$ cat src/hdl/assert_macros.svh
// ----------------------------------------------------------------------------
// assert_macros.svh
// Concurrent assertion shorthands, sampled on clk and disabled during reset.
// ----------------------------------------------------------------------------
`ifndef ASSERT_MACROS_SVH
`define ASSERT_MACROS_SVH

// Expression must hold at every clock edge out of reset.
`define ASSERT_ALWAYS(lbl, expr, msg) \
	lbl: assert property (@(posedge clk) disable iff (!arst_n) (expr)) else $error(msg);

// Consequent must hold in the same cycle as the antecedent.
`define ASSERT_IMPLIES(lbl, ante, cons, msg) \
	lbl: assert property (@(posedge clk) disable iff (!arst_n) (ante) |-> (cons)) \
		else $error(msg);

// Consequent must hold in the cycle after the antecedent.
`define ASSERT_NEXT(lbl, ante, cons, msg) \
	lbl: assert property (@(posedge clk) disable iff (!arst_n) (ante) |=> (cons)) \
		else $error(msg);

`endif

$ cat src/hdl/ptss_pkg.sv
// ----------------------------------------------------------------------------
// ptss_pkg
// Shared types, constants and helpers of the periodic task slot scheduler.
// ----------------------------------------------------------------------------
`default_nettype none

package ptss_pkg;

	localparam int SLOTS = 16;
	localparam int IDX_W = (SLOTS > 1) ? $clog2(SLOTS) : 1;
	localparam int CNT_W = $clog2(SLOTS + 1);
	// common width for comparing the 4-bit slot select against the fill count
	localparam int CMP_W = (CNT_W > 4) ? CNT_W : 4;

	localparam logic [1:0] REQ_TICK  = 2'd0;
	localparam logic [1:0] REQ_ALLOC = 2'd1;
	localparam logic [1:0] REQ_SET   = 2'd2;
	localparam logic [1:0] REQ_SCAN  = 2'd3;

	typedef struct packed {
		logic [1:0]  req_type;
		logic [3:0]  slot_sel;
		logic        enable;
		logic [31:0] period;
	} req_t;

	typedef struct packed {
		logic [1:0]  resp_kind;
		logic [3:0]  slot_out;
		logic        ok;
		logic [31:0] tick_count;
		logic        last;
	} rsp_t;

	typedef enum logic [1:0] {
		ST_IDLE,
		ST_EXEC,
		ST_SCAN,
		ST_FLUSH
	} state_t;

	typedef struct packed {
		logic load;
		logic exec;
		logic scan_start;
		logic scan_step;
		logic scan_finish;
	} cmd_t;

	typedef struct packed {
		logic kind_scan;
		logic scan_idle;
	} sts_t;

	function automatic logic [3:0] to_slot(input logic [CMP_W-1:0] v);
		return v[3:0];
	endfunction

endpackage

`default_nettype wire

$ cat src/hdl/ptss_ram.sv
// ----------------------------------------------------------------------------
// ptss_ram
// Generic single-write, single-read RAM with registered read data.
// ----------------------------------------------------------------------------
`default_nettype none

module ptss_ram #(
	parameter int WIDTH = 32,
	parameter int DEPTH = 16
) (
	input  wire logic                                     clk,
	input  wire logic                                     we,
	input  wire logic [((DEPTH > 1) ? $clog2(DEPTH) : 1)-1:0] waddr,
	input  wire logic [WIDTH-1:0]                         wdata,
	input  wire logic [((DEPTH > 1) ? $clog2(DEPTH) : 1)-1:0] raddr,
	output      logic [WIDTH-1:0]                         rdata
);

	logic [WIDTH-1:0] mem_q [DEPTH];
	logic [WIDTH-1:0] rdata_q;

	always_ff @(posedge clk) begin
		if (we) begin
			mem_q[waddr] <= wdata;
		end
		rdata_q <= mem_q[raddr];
	end

	assign rdata = rdata_q;

endmodule

`default_nettype wire

$ cat src/hdl/ptss_ctrl.sv
// ----------------------------------------------------------------------------
// ptss_ctrl
// Request sequencer: accepts a request, runs it once or walks the slot table.
// ----------------------------------------------------------------------------
`default_nettype none
`include "assert_macros.svh"

module ptss_ctrl (
	input  wire logic           clk,
	input  wire logic           arst_n,
	input  wire logic           start,
	input  wire ptss_pkg::sts_t sts,
	output      ptss_pkg::cmd_t cmd,
	output      logic           busy
);

	ptss_pkg::state_t state_q, state_nx;

	always_ff @(posedge clk or negedge arst_n) begin
		if (!arst_n) begin
			state_q <= ptss_pkg::ST_IDLE;
		end else begin
			state_q <= state_nx;
		end
	end

	always_comb begin
		state_nx = state_q;
		cmd      = '0;
		busy     = 1'b1;
		case (state_q)
			ptss_pkg::ST_IDLE: begin
				busy = 1'b0;
				if (start) begin
					cmd.load = 1'b1;
					state_nx = ptss_pkg::ST_EXEC;
				end
			end
			ptss_pkg::ST_EXEC: begin
				if (sts.kind_scan) begin
					cmd.scan_start = 1'b1;
					state_nx       = ptss_pkg::ST_SCAN;
				end else begin
					cmd.exec = 1'b1;
					state_nx = ptss_pkg::ST_IDLE;
				end
			end
			ptss_pkg::ST_SCAN: begin
				cmd.scan_step = 1'b1;
				// all reads issued and the last compare retired
				if (sts.scan_idle) begin
					state_nx = ptss_pkg::ST_FLUSH;
				end
			end
			ptss_pkg::ST_FLUSH: begin
				cmd.scan_finish = 1'b1;
				state_nx        = ptss_pkg::ST_IDLE;
			end
			default: begin
				state_nx = ptss_pkg::ST_IDLE;
			end
		endcase
	end

	`ASSERT_NEXT(a_accept_exec, state_q == ptss_pkg::ST_IDLE && start, state_q == ptss_pkg::ST_EXEC, "accepted transaction did not reach execute")
	`ASSERT_NEXT(a_flush_idle, state_q == ptss_pkg::ST_FLUSH, state_q == ptss_pkg::ST_IDLE, "scan flush did not return to idle")
	`ASSERT_IMPLIES(a_busy_load, cmd.load, !busy, "load issued while busy")

endmodule

`default_nettype wire

$ cat src/hdl/ptss_dp.sv
// ----------------------------------------------------------------------------
// ptss_dp
// Datapath: tick counter, slot table storage, due-time compare and result
// register.
// ----------------------------------------------------------------------------
`default_nettype none
`include "assert_macros.svh"

module ptss_dp (
	input  wire logic           clk,
	input  wire logic           arst_n,
	input  wire ptss_pkg::req_t req,
	input  wire ptss_pkg::cmd_t cmd,
	output      ptss_pkg::sts_t sts,
	output      ptss_pkg::rsp_t rsp,
	output      logic           rsp_valid
);

	localparam int IDX_W = ptss_pkg::IDX_W;
	localparam int CNT_W = ptss_pkg::CNT_W;
	localparam int CMP_W = ptss_pkg::CMP_W;

	ptss_pkg::req_t req_q;
	logic [31:0]               tick_q;
	// slots are never freed, so the allocated ones are exactly 0 .. cnt_q-1
	logic [CNT_W-1:0]          cnt_q;
	logic [ptss_pkg::SLOTS-1:0] enabled_q;
	logic [CNT_W-1:0]          idx_q;
	logic                      s1_valid_q;
	logic [IDX_W-1:0]          idx_s1_q;
	logic                      pend_valid_q;
	logic [IDX_W-1:0]          pend_slot_q;
	ptss_pkg::rsp_t            rsp_q;
	logic                      rsp_valid_q;

	logic [CMP_W-1:0] sel_ext;
	logic             alloc_ok;
	logic             set_ok;
	logic             issue;
	logic             fire;
	logic             emit;
	ptss_pkg::rsp_t   rsp_nx;

	logic             due_we;
	logic [IDX_W-1:0] due_waddr;
	logic [31:0]      due_wdata;
	logic [31:0]      due_rd;
	logic             per_we;
	logic [31:0]      per_rd;

	assign sel_ext  = CMP_W'(req_q.slot_sel);
	assign alloc_ok = cnt_q < CNT_W'(ptss_pkg::SLOTS);
	assign set_ok   = sel_ext < CMP_W'(cnt_q);
	assign issue    = cmd.scan_step && (idx_q < cnt_q);
	assign fire     = s1_valid_q && enabled_q[idx_s1_q] && (due_rd < tick_q);

	assign sts.kind_scan = req_q.req_type == ptss_pkg::REQ_SCAN;
	assign sts.scan_idle = !(idx_q < cnt_q) && !s1_valid_q;

	// due-time write port: allocation stamps the count, a firing slot advances
	always_comb begin
		due_we    = 1'b0;
		due_waddr = idx_s1_q;
		due_wdata = due_rd + per_rd;
		if (cmd.exec && req_q.req_type == ptss_pkg::REQ_ALLOC && alloc_ok) begin
			due_we    = 1'b1;
			due_waddr = cnt_q[IDX_W-1:0];
			due_wdata = tick_q;
		end else if (fire) begin
			due_we = 1'b1;
		end
	end

	assign per_we = cmd.exec && req_q.req_type == ptss_pkg::REQ_SET && set_ok;

	ptss_ram #(
		.WIDTH(32),
		.DEPTH(ptss_pkg::SLOTS)
	) u_due_ram (
		.clk  (clk),
		.we   (due_we),
		.waddr(due_waddr),
		.wdata(due_wdata),
		.raddr(idx_q[IDX_W-1:0]),
		.rdata(due_rd)
	);

	ptss_ram #(
		.WIDTH(32),
		.DEPTH(ptss_pkg::SLOTS)
	) u_per_ram (
		.clk  (clk),
		.we   (per_we),
		.waddr(sel_ext[IDX_W-1:0]),
		.wdata(req_q.period),
		.raddr(idx_q[IDX_W-1:0]),
		.rdata(per_rd)
	);

	// A fired slot is held back one step: only the next fire or the end of the
	// walk tells whether it is the final result of the scan.
	always_comb begin
		emit   = 1'b0;
		rsp_nx = '{resp_kind: req_q.req_type, slot_out: 4'd0, ok: 1'b0,
			tick_count: tick_q, last: 1'b1};
		if (cmd.exec) begin
			emit = 1'b1;
			case (req_q.req_type)
				ptss_pkg::REQ_TICK: begin
					rsp_nx.tick_count = tick_q + 32'd1;
				end
				ptss_pkg::REQ_ALLOC: begin
					if (alloc_ok) begin
						rsp_nx.slot_out = ptss_pkg::to_slot(CMP_W'(cnt_q));
						rsp_nx.ok       = 1'b1;
					end
				end
				ptss_pkg::REQ_SET: begin
					rsp_nx.slot_out = req_q.slot_sel;
					rsp_nx.ok       = set_ok;
				end
				default: begin
					emit = 1'b0;
				end
			endcase
		end else if (fire && pend_valid_q) begin
			emit            = 1'b1;
			rsp_nx.slot_out = ptss_pkg::to_slot(CMP_W'(pend_slot_q));
			rsp_nx.ok       = 1'b1;
			rsp_nx.last     = 1'b0;
		end else if (cmd.scan_finish) begin
			emit = 1'b1;
			if (pend_valid_q) begin
				rsp_nx.slot_out = ptss_pkg::to_slot(CMP_W'(pend_slot_q));
				rsp_nx.ok       = 1'b1;
			end
		end
	end

	always_ff @(posedge clk or negedge arst_n) begin
		if (!arst_n) begin
			tick_q       <= '0;
			cnt_q        <= '0;
			enabled_q    <= '0;
			idx_q        <= '0;
			s1_valid_q   <= 1'b0;
			pend_valid_q <= 1'b0;
			rsp_valid_q  <= 1'b0;
		end else begin
			rsp_valid_q <= emit;
			s1_valid_q  <= issue;
			if (cmd.exec && req_q.req_type == ptss_pkg::REQ_TICK) begin
				tick_q <= tick_q + 32'd1;
			end
			if (cmd.exec && req_q.req_type == ptss_pkg::REQ_ALLOC && alloc_ok) begin
				cnt_q <= cnt_q + CNT_W'(1);
			end
			for (int i = 0; i < ptss_pkg::SLOTS; i++) begin
				if (per_we && sel_ext == CMP_W'(i)) begin
					enabled_q[i] <= req_q.enable;
				end
			end
			if (cmd.scan_start) begin
				idx_q        <= '0;
				pend_valid_q <= 1'b0;
			end else if (issue) begin
				idx_q <= idx_q + CNT_W'(1);
			end
			if (fire) begin
				pend_valid_q <= 1'b1;
			end else if (cmd.scan_finish) begin
				pend_valid_q <= 1'b0;
			end
		end
	end

	always_ff @(posedge clk) begin
		if (cmd.load) begin
			req_q <= req;
		end
		idx_s1_q <= idx_q[IDX_W-1:0];
		if (fire) begin
			pend_slot_q <= idx_s1_q;
		end
		if (emit) begin
			rsp_q <= rsp_nx;
		end
	end

	assign rsp       = rsp_q;
	assign rsp_valid = rsp_valid_q;

	`ASSERT_ALWAYS(a_cnt_range, cnt_q <= CNT_W'(ptss_pkg::SLOTS), "fill count beyond slot table")
	`ASSERT_IMPLIES(a_s1_alloc, s1_valid_q, CNT_W'(idx_s1_q) < cnt_q, "scan compare on a free slot")
	`ASSERT_IMPLIES(a_finish_drained, cmd.scan_finish, !s1_valid_q && !due_we, "scan closed with a compare in flight")

endmodule

`default_nettype wire

$ cat src/hdl/periodic_task_slot_scheduler.sv
// ----------------------------------------------------------------------------
// periodic_task_slot_scheduler
// Tick-driven task slot table: tick, allocate, set and scan requests.
// ----------------------------------------------------------------------------
// A request is taken when start is high and busy is low. Tick, allocate and
// set keep busy high for one cycle, and no other request is taken before
// busy is low again; their single result strobes in the cycle right after
// that busy cycle. A scan keeps busy high while it decodes the request, reads
// each allocated slot, retires the last compare, checks for the drain and
// closes the walk; an empty table has no slot read and no last compare. The
// walk reads one slot per cycle through the single read port of the due-time
// and period RAMs. A fired slot is reported when the next slot fires or
// when the walk closes; the final scan result strobes once busy is low again.
// Results appear on rsp for exactly one cycle each, flagged by rsp_valid, and
// cannot be held off by the receiver; the final result of every request
// carries last.
`default_nettype none

module periodic_task_slot_scheduler (
	input  wire logic           clk,
	input  wire logic           arst_n,
	input  wire logic           start,
	output      logic           busy,
	input  wire ptss_pkg::req_t req,
	output      ptss_pkg::rsp_t rsp,
	output      logic           rsp_valid
);

	ptss_pkg::cmd_t cmd;
	ptss_pkg::sts_t sts;

	ptss_ctrl u_ctrl (
		.clk   (clk),
		.arst_n(arst_n),
		.start (start),
		.sts   (sts),
		.cmd   (cmd),
		.busy  (busy)
	);

	ptss_dp u_dp (
		.clk      (clk),
		.arst_n   (arst_n),
		.req      (req),
		.cmd      (cmd),
		.sts      (sts),
		.rsp      (rsp),
		.rsp_valid(rsp_valid)
	);

endmodule

`default_nettype wire

$ cat config.mk
export PLATFORM = sky130hd
export DESIGN_NAME = periodic_task_slot_scheduler
export DESIGN_NICKNAME = d
export VERILOG_FILES = /design/src/hdl/ptss_pkg.sv /design/src/hdl/ptss_ram.sv /design/src/hdl/ptss_ctrl.sv /design/src/hdl/ptss_dp.sv /design/src/hdl/periodic_task_slot_scheduler.sv
export VERILOG_INCLUDE_DIRS = /design/src /design/src/hdl
export SDC_FILE = /design/constraint.sdc
export NUM_CORES = 1
export LEC_CHECK = 0
export ABC_AREA = 1
export CAP_MARGIN = 10
export CORE_ASPECT_RATIO = 1.5
export CORE_UTILIZATION = 40
export DETAILED_ROUTE_END_ITERATION = 8
export DONT_BUFFER_PORTS = 1
export GPL_ROUTABILITY_DRIVEN = 0
export SLEW_MARGIN = 20
export SYNTH_ARGS = -nofsm -noshare
export SYNTH_HDL_FRONTEND = slang
export SYNTH_SLANG_ARGS = --single-unit
$ cat constraint.sdc
create_clock -name clk -period 4.42 [get_ports clk]
set_input_delay 0.442 -clock clk [delete_from_list [all_inputs] [get_ports clk]]
set_output_delay 0.442 -clock clk [all_outputs]
set_load 0.01 [all_outputs]
==> results.toml, run 1 <==
[drt]
drc = 0
first_pass_iters = 7
ant_nets = 0
drtIter0Drc = 2610
wire_per_inst_um = 24.2
avgViaCountPerCell = 5.54
num_vias = 31900
drt_wl_total_mm = 140

[worst_setup_path]
critPathRequiredTime_ps = 4740
r2r_cells = 8
path_cells = "ha_1 > nand2_1 > nor2_4 > buf_4 > o21ai_0 > nand2_1 > nor2_4 > buf_4"
cp.depth = 8
cp-start-kind = "flop"
critPathCaptureType = "flop"
r2r_slack_ps = 850
critPathMaxFanout = 32
cp_top_family = "simple AND/OR/NAND/NOR gates"
critical_path_arrival_ps = 3900
cp_num_buf_inv = 2
cp_slowest_stage_delay_ps = 820
crit_slowest_cell = "o21ai_0"
crit_type = "flop to flop"

[grt]
grt_pass1_vias = 31300
grt_pass1_wl_mm = 205
grt-ovfl-total = 0
track_usage_pct = 21.8
grt_max_degree = 152
antenna_found_initial = 5

[logic_synthesis]
synth_nets = 4149
netlist_area_sq_mm = 0.0500
ys.flop_type = "edfxtp_1"
synth-edff-count = 1107
avgSynthCellArea_sq_um = 12.4
synthCells = 4029
synth-seq-cells = 1238
ys_seq_area_share_pct = 72.3
synth-async-reset-ratio_pct = 5.09
synth.distinct_cells = 46
yosys_warnings = 0

[placement]
pre_cts_slack_ps = 874
hpwl_mm = 89.2
io_buffers = 0

[power]
p_total_mw = 41.4
p_per_area_mw_per_mm2 = 732
clkPwrFrac_pct = 24.5
p_leak_nw = 19.4
power_switching_mw = 15.6
seq_power_share_pct = 42.8
ir_worst_vdd_mv = 0.437
swShare_pct = 37.7
p_int_mw = 25.8
combPwrFrac_pct = 32.7

[die]
die_width_um = 291
die_area_sq_mm = 0.127
coreArea_sq_mm = 0.124
io_pins = 84
initial_utilization_pct = 40.4
num_rows = 158
die_h_um = 435

[sta]
fin_crit_sh_pct = 80.8
fin_skew_ps = 63.9
finalSetupViolCount = 0
period_minus_slack_ps = 3570
hold_viol_final = 0
slew_headroom_pct = 26.7
maxSlewViolCount = 0
clock.fmax_mhz = 280
fin_tns_setup_ps = 0
rsz0062_at_grt = "no"
timing.hold.ws_ps = 320
worst_pin_slew_ps = 1100
setup_slack_ps = 847

[finish]
mostFrequentLayoutCell = "edfxtp_1"
syn2layout_area_growth_pct = 13.1
utilization_pct = 45.7
layout-drive-gt1-share_pct = 8.08
multiInputGateArea_sq_mm = 0.0126
nFillCells = 11000
fin_nets = 4177
layout_common_cells = "edfxtp_1, nor2_1, o21ai_0, nand2_1, nand3_1"
register_area_sq_mm = 0.0362

[clock_network]
cts_root_buffer = "clkbuf_16"
cts_resized = 0
htree_levels = 3
cts_inserted_buffers = 112
insertion_delay_ps = 750
cts.reportedPaths.clkPinSlew_ps = 60
cts_num_sinks = 1238
cts_max_path_buffers = 3
cts_setup_buffers = 0
cts_tree = "done"

[run_status]
status = "completed"

[flow_run]
drv_cap = 0

[min_path]
hold_path_depth = 1
worstHoldPathType = "input pin to flop"
[kinds of logic after synthesis]
logic type	synth area share [%]
AOI/OAI and AO/OA	10.8
xor gates and xnor gates	1.12
adders and majority gates	1.97
buffers and inverters	2.99
DFF	72.3
and+or+nand+nor	10.8
[final timing paths]
kind	from	endpoint
max in group asynchronous	arst_n	u_dp.idx_q[2]
hold / removal	req[8]	u_dp.req_q[8]
setup reg to reg	u_dp.req_q[37]	u_dp.u_due_ram.mem_q[14][1]
hold reg to reg	u_dp.idx_s1_q[3]	u_dp.pend_slot_q[3]
min in group asynchronous	arst_n	u_dp.tick_q[24]
setup / recovery	u_dp.req_q[37]	u_dp.u_due_ram.mem_q[14][1]
[per-layer routing]
metal,track usage (%),share of wire (%),vias up
met5,0,0.019,-
met1,24.9,37,15900
met3,2.60,4.4,264
met2,39.7,53,1008
li1,-,-,14700
met4,11.8,5.4,4
[synth_stat cells, types with 4 or more instances]
library cell	number	share of area (%)
nand2_1	469	3.5
ha_1	77	1.9
buf_2	22	0.22
nand4_1	10	0.13
xor2_1	54	0.95
nor4_1	4	0.050
o22ai_1	162	2.0
nand3_1	164	1.6
nand3b_1	8	0.12
o21ai_0	582	5.8
a21oi_1	62	0.62
clkbuf_1	175	1.3
edfxtp_1	1107	66
inv_1	161	1.2
o211ai_1	30	0.45
xnor2_1	10	0.18
o221ai_1	98	1.7
dfxtp_1	68	2.7
buf_1	21	0.16
or2_2	7	0.088
dfrtp_1	63	3.2
nor3_1	19	0.19
o21bai_1	4	0.060
nor2_1	616	4.6
[timing repair]
item	CTS	global route
hold buffers	41	0
endpoints found under the setup margin	0	0
endpoints found under the hold margin	102	0
[layout make-up]
class	count	area share [%]
Tap cell	1600	3.54
Sequential cell	1238	63.9
Inverter	168	1.16
Clock buffer	157	5.57
Clock inverter	56	1.27
Timing Repair Buffer	134	2.34
Antenna cell	3	0.0133
Multi-Input combinational cell	2403	22.2
[flip-flops by register name, summed over array words and instances, names as in the netlist, named ones only]
register and cells:
u_dp.idx_q 5, u_dp.req_q 39, u_dp.idx_s1_q 4, u_dp.pend_slot_q 4, u_dp.u_due_ram.mem_q 512, u_dp.cnt_q 5, u_dp.rsp 40, u_dp.u_due_ram.rdata 32
u_dp.u_per_ram.mem_q 512, u_dp.s1_valid_q 1, u_dp.enabled_q 16, u_dp.u_per_ram.rdata 32, u_dp.pend_valid_q 1, u_dp.rsp_valid 1, u_dp.tick_q 32, u_ctrl.state_q 1
[power by group through the flow]
| stage | sequential [mW] | clock [mW] | combinational [mW] |
|---|---|---|---|
| after CTS | 17.7 | 10.3 | 13.5 |
| after detailed placement | 18.0 | 0 | 13.5 |
| after global routing | 17.8 | 10.7 | 14.6 |
| after floorplan | 17.4 | 0 | 7.45 |
| after global placement | 18.0 | 0 | 13.3 |
| final | 17.7 | 10.2 | 13.5 |
[metrics by stage]
stage / area [sq um] / instances
2_1_floorplan: 50000 / 4029
3_3_place_gp: 52300 / 5502
3_5_place_dp: 52300 / 5502
4_1_cts: 56600 / 5756
5_1_grt: 56600 / 5758
6_report: 56600 / 5759
Power figures use the tool's default switching activity.
==> inputs of run 2 (changes only) <==
Settings changed: ABC_AREA 1 to 0.
Clock period 4.42 ns to 3 ns, I/O delays scaled along.
==> run 2 against run 1 <==
  * The flow now finishes with violations (negative setup slack)
  * Power rose by 52%
  * Via count fell by 24%
  * First-iteration DRC count fell by 28%
  * Global-route usage fell by 1.8 points
  * Wire length fell by 11%
  * Register-to-register slack got worse by 1100 ps
  * Count of clock-buffer cells in the layout fell by 9
  * Sequential power rose by 49%
  * Utilization rose by 4.2 points
  * Combinational power rose by 64%
==> results.toml, run 2 <==
[die]
initial_utilization_pct = 40.3
coreArea_sq_mm = 0.120
num_rows = 156
io_pins = 84
die_h_um = 428
die_width_um = 286
die_area_sq_mm = 0.122

[clock_network]
cts.reportedPaths.clkPinSlew_ps = 70
cts_tree = "done"
cts_num_sinks = 1238
insertion_delay_ps = 750
htree_levels = 3
cts_root_buffer = "clkbuf_16"
cts_inserted_buffers = 108
cts_max_path_buffers = 3

[finish]
diodes = 0
fin_nets = 2865
layout_common_cells = "edfxtp_1, mux4_2, buf_4, clkbuf_16, buf_12"
layout-drive-gt1-share_pct = 37.5
layout.cells.non_filler = 4419
nFillCells = 9574
syn2layout_area_growth_pct = 24.1
mostFrequentLayoutCell = "edfxtp_1"

[drt]
ant_nets = 0
drtIter0Drc = 1879
drt_wl_total_mm = 124
num_vias = 24200
wire_per_inst_um = 28.1
avgViaCountPerCell = 5.48
drc = 0
first_pass_iters = 5

[sta]
fin_skew_ps = 47.7
finalSetupViolCount = 630
worst_pin_slew_ps = 780
slew_headroom_pct = 48.0
maxSlewViolCount = 0
hold_viol_final = 0
period_minus_slack_ps = 3290
clock.fmax_mhz = 304
fin_crit_sh_pct = 110
setup_slack_ps = -289
rsz0062_at_grt = "yes"
fin_tns_setup_ps = -95480

[run_status]
status = "finished with violations"
failed_checks = "negative setup slack"

[placement]
pre_cts_slack_ps = -886
hpwl_mm = 71.7
io_buffers = 0
numPlacedInstances = 4062

[logic_synthesis]
synth_nets = 2425
synth_most_common_cell = "edfxtp_1"
synth-seq-cells = 1238
synth_area_leaders = "edfxtp_1, mux4_2, dfrtp_1"
synth.distinct_cells = 73
synth-async-reset-ratio_pct = 5.09
synth_top_cell_by_area = "edfxtp_1"
synth-edff-count = 1107
synth_common_cells = "edfxtp_1, mux4_2, xnor2_1"
ys_seq_area_share_pct = 74.7
netlist_area_sq_mm = 0.0484
synthCells = 2305
yosys_warnings = 0
ys.flop_type = "edfxtp_1"
avgSynthCellArea_sq_um = 21.0
synth_top_cell_area_share_pct = 68.7

[power]
p_total_mw = 63.1
p_per_area_mw_per_mm2 = 1050
p_int_mw = 43.1
combPwrFrac_pct = 35.1
swShare_pct = 31.7
power_switching_mw = 20.0
clkPwrFrac_pct = 23.1
ir_worst_vdd_mv = 0.795
p_leak_nw = 19.7
seq_power_share_pct = 41.8

[grt]
grt-ovfl-total = 0
grt_max_degree = 93
grt_pass1_wl_mm = 177
grt_pass1_vias = 25800
track_usage_pct = 20.0
antenna_found_initial = 2

[flow_run]
drv_cap = 0

[worst_setup_path]
crit_slowest_cell = "nor4_4"
path_cells = "inv_1 > ha_1 > nand2_1 > nor4_4 > nand3_4 > a21oi_4 > nor2_4 > buf_6 > and2_4 > a2bb2oi_2 > o22a_4 > buf_12 > clkbuf_16"
cp-start-kind = "flop"
critPathMaxFanout = 6
critPathRequiredTime_ps = 3490
cp_slowest_stage_delay_ps = 470
critical_path_arrival_ps = 3780
crit_type = "flop to flop"
critPathCaptureType = "flop"

[min_path]
worstHoldPathType = "input pin to flop"
==> run 2: changes by cell type after synthesis, moves of 120 or more <==
cell / previous run / this run
mux4_2: 0 / 325
nor2_1: 616 / 74
nand2_1: 469 / 57
clkbuf_1: 175 / 55
nand3_1: 164 / 16
o22ai_1: 162 / 0
o21ai_0: 582 / 25
==> run 2: worst paths after layout <==
path / start / to / slack (ps) / cells past startpoint
max: u_dp.tick_q[19] / u_dp.rsp[10] / -290 / 13
min: start / u_dp.req_q[37] / 50 / 3
max reg2reg: u_dp.tick_q[19] / u_dp.rsp[10] / -290 / 13
min reg2reg: u_dp.enabled_q[8] / u_dp.enabled_q[8] / 490 / 1
max in group asynchronous: arst_n / u_dp.idx_q[3] / 2460 / 2
min in group asynchronous: arst_n / u_dp.tick_q[18] / 180 / 2
==> run 2: final cells by class <==
type	instances	area, sq um	share of cell area, %
clock buffer	148	3060	5.09
clock inverter	56	673	1.12
inverter	48	181	0.302
multi-input combinational	927	12600	21.0
sequential	1238	36200	60.3
tap	1580	1980	3.29
timing repair buffer	422	5370	8.93
==> run 2: what timing repair did <==
action	4_1_cts	5_1_grt
endpoints found under the hold margin	102	0
endpoints found under the setup margin	825	929
pin swaps	24	55
hold buffers	41	0
resized for setup	125	117
cloned	30	20
buffers inserted	39	44
==> run 2: per-layer routing <==
layer	vias to the layer above	global-route usage, %	wire length (um)
met1	12900	23.8	46400
met5	-	0	0
met2	708	36.9	67200
met4	0	7.30	5160
li1	10400	-	-
met3	227	2.39	5380
==> run 2: logic make-up after synthesis <==
kind of cell,Yosys count,share of synthesized area (%)
simple gates,244,2.60
flops,1238,74.7
xor+xnor,98,1.77
fa+ha+maj,78,2.03
mux,342,15.5
compound gates,165,2.20
buf+inv,140,1.16
==> run 2: power by group through the flow <==
stage / Sequential [mW] / Combinational, mW / Clock, mW
after detailed placement: 26.6 / 20.1 / 0
after global placement: 26.6 / 19.6 / 0
final: 26.3 / 22.2 / 14.6
after global routing: 26.5 / 23.7 / 15.4
after floorplan: 26.1 / 11.7 / 0
after CTS: 26.3 / 21.0 / 14.8
==> run 2: through the flow <==
stage | util (%) | instance area, sq um | hold WS, ps
final | 50.0 | 60100 | 54.6
after global routing | 50.0 | 60100 | 82.8
after CTS | 49.2 | 59100 | 47.1
after detailed placement | 44.4 | 53300 | 7.25
after global placement | 44.4 | 53300 | 8.93
after floorplan | - | 48800 | 4.41
==> run 2: worst max-delay path: cells and delay by family (launching register included) <==
| family | cells | cell delay (ps) |
|---|---|---|
| AND/OR/NAND/NOR | 5 | 1100 |
| AO/OA/AOI/OAI | 3 | 630 |
| buffers and inverters | 4 | 520 |
| adder cells (fa/ha/maj) | 1 | 430 |
| flip-flops | 1 | 350 |
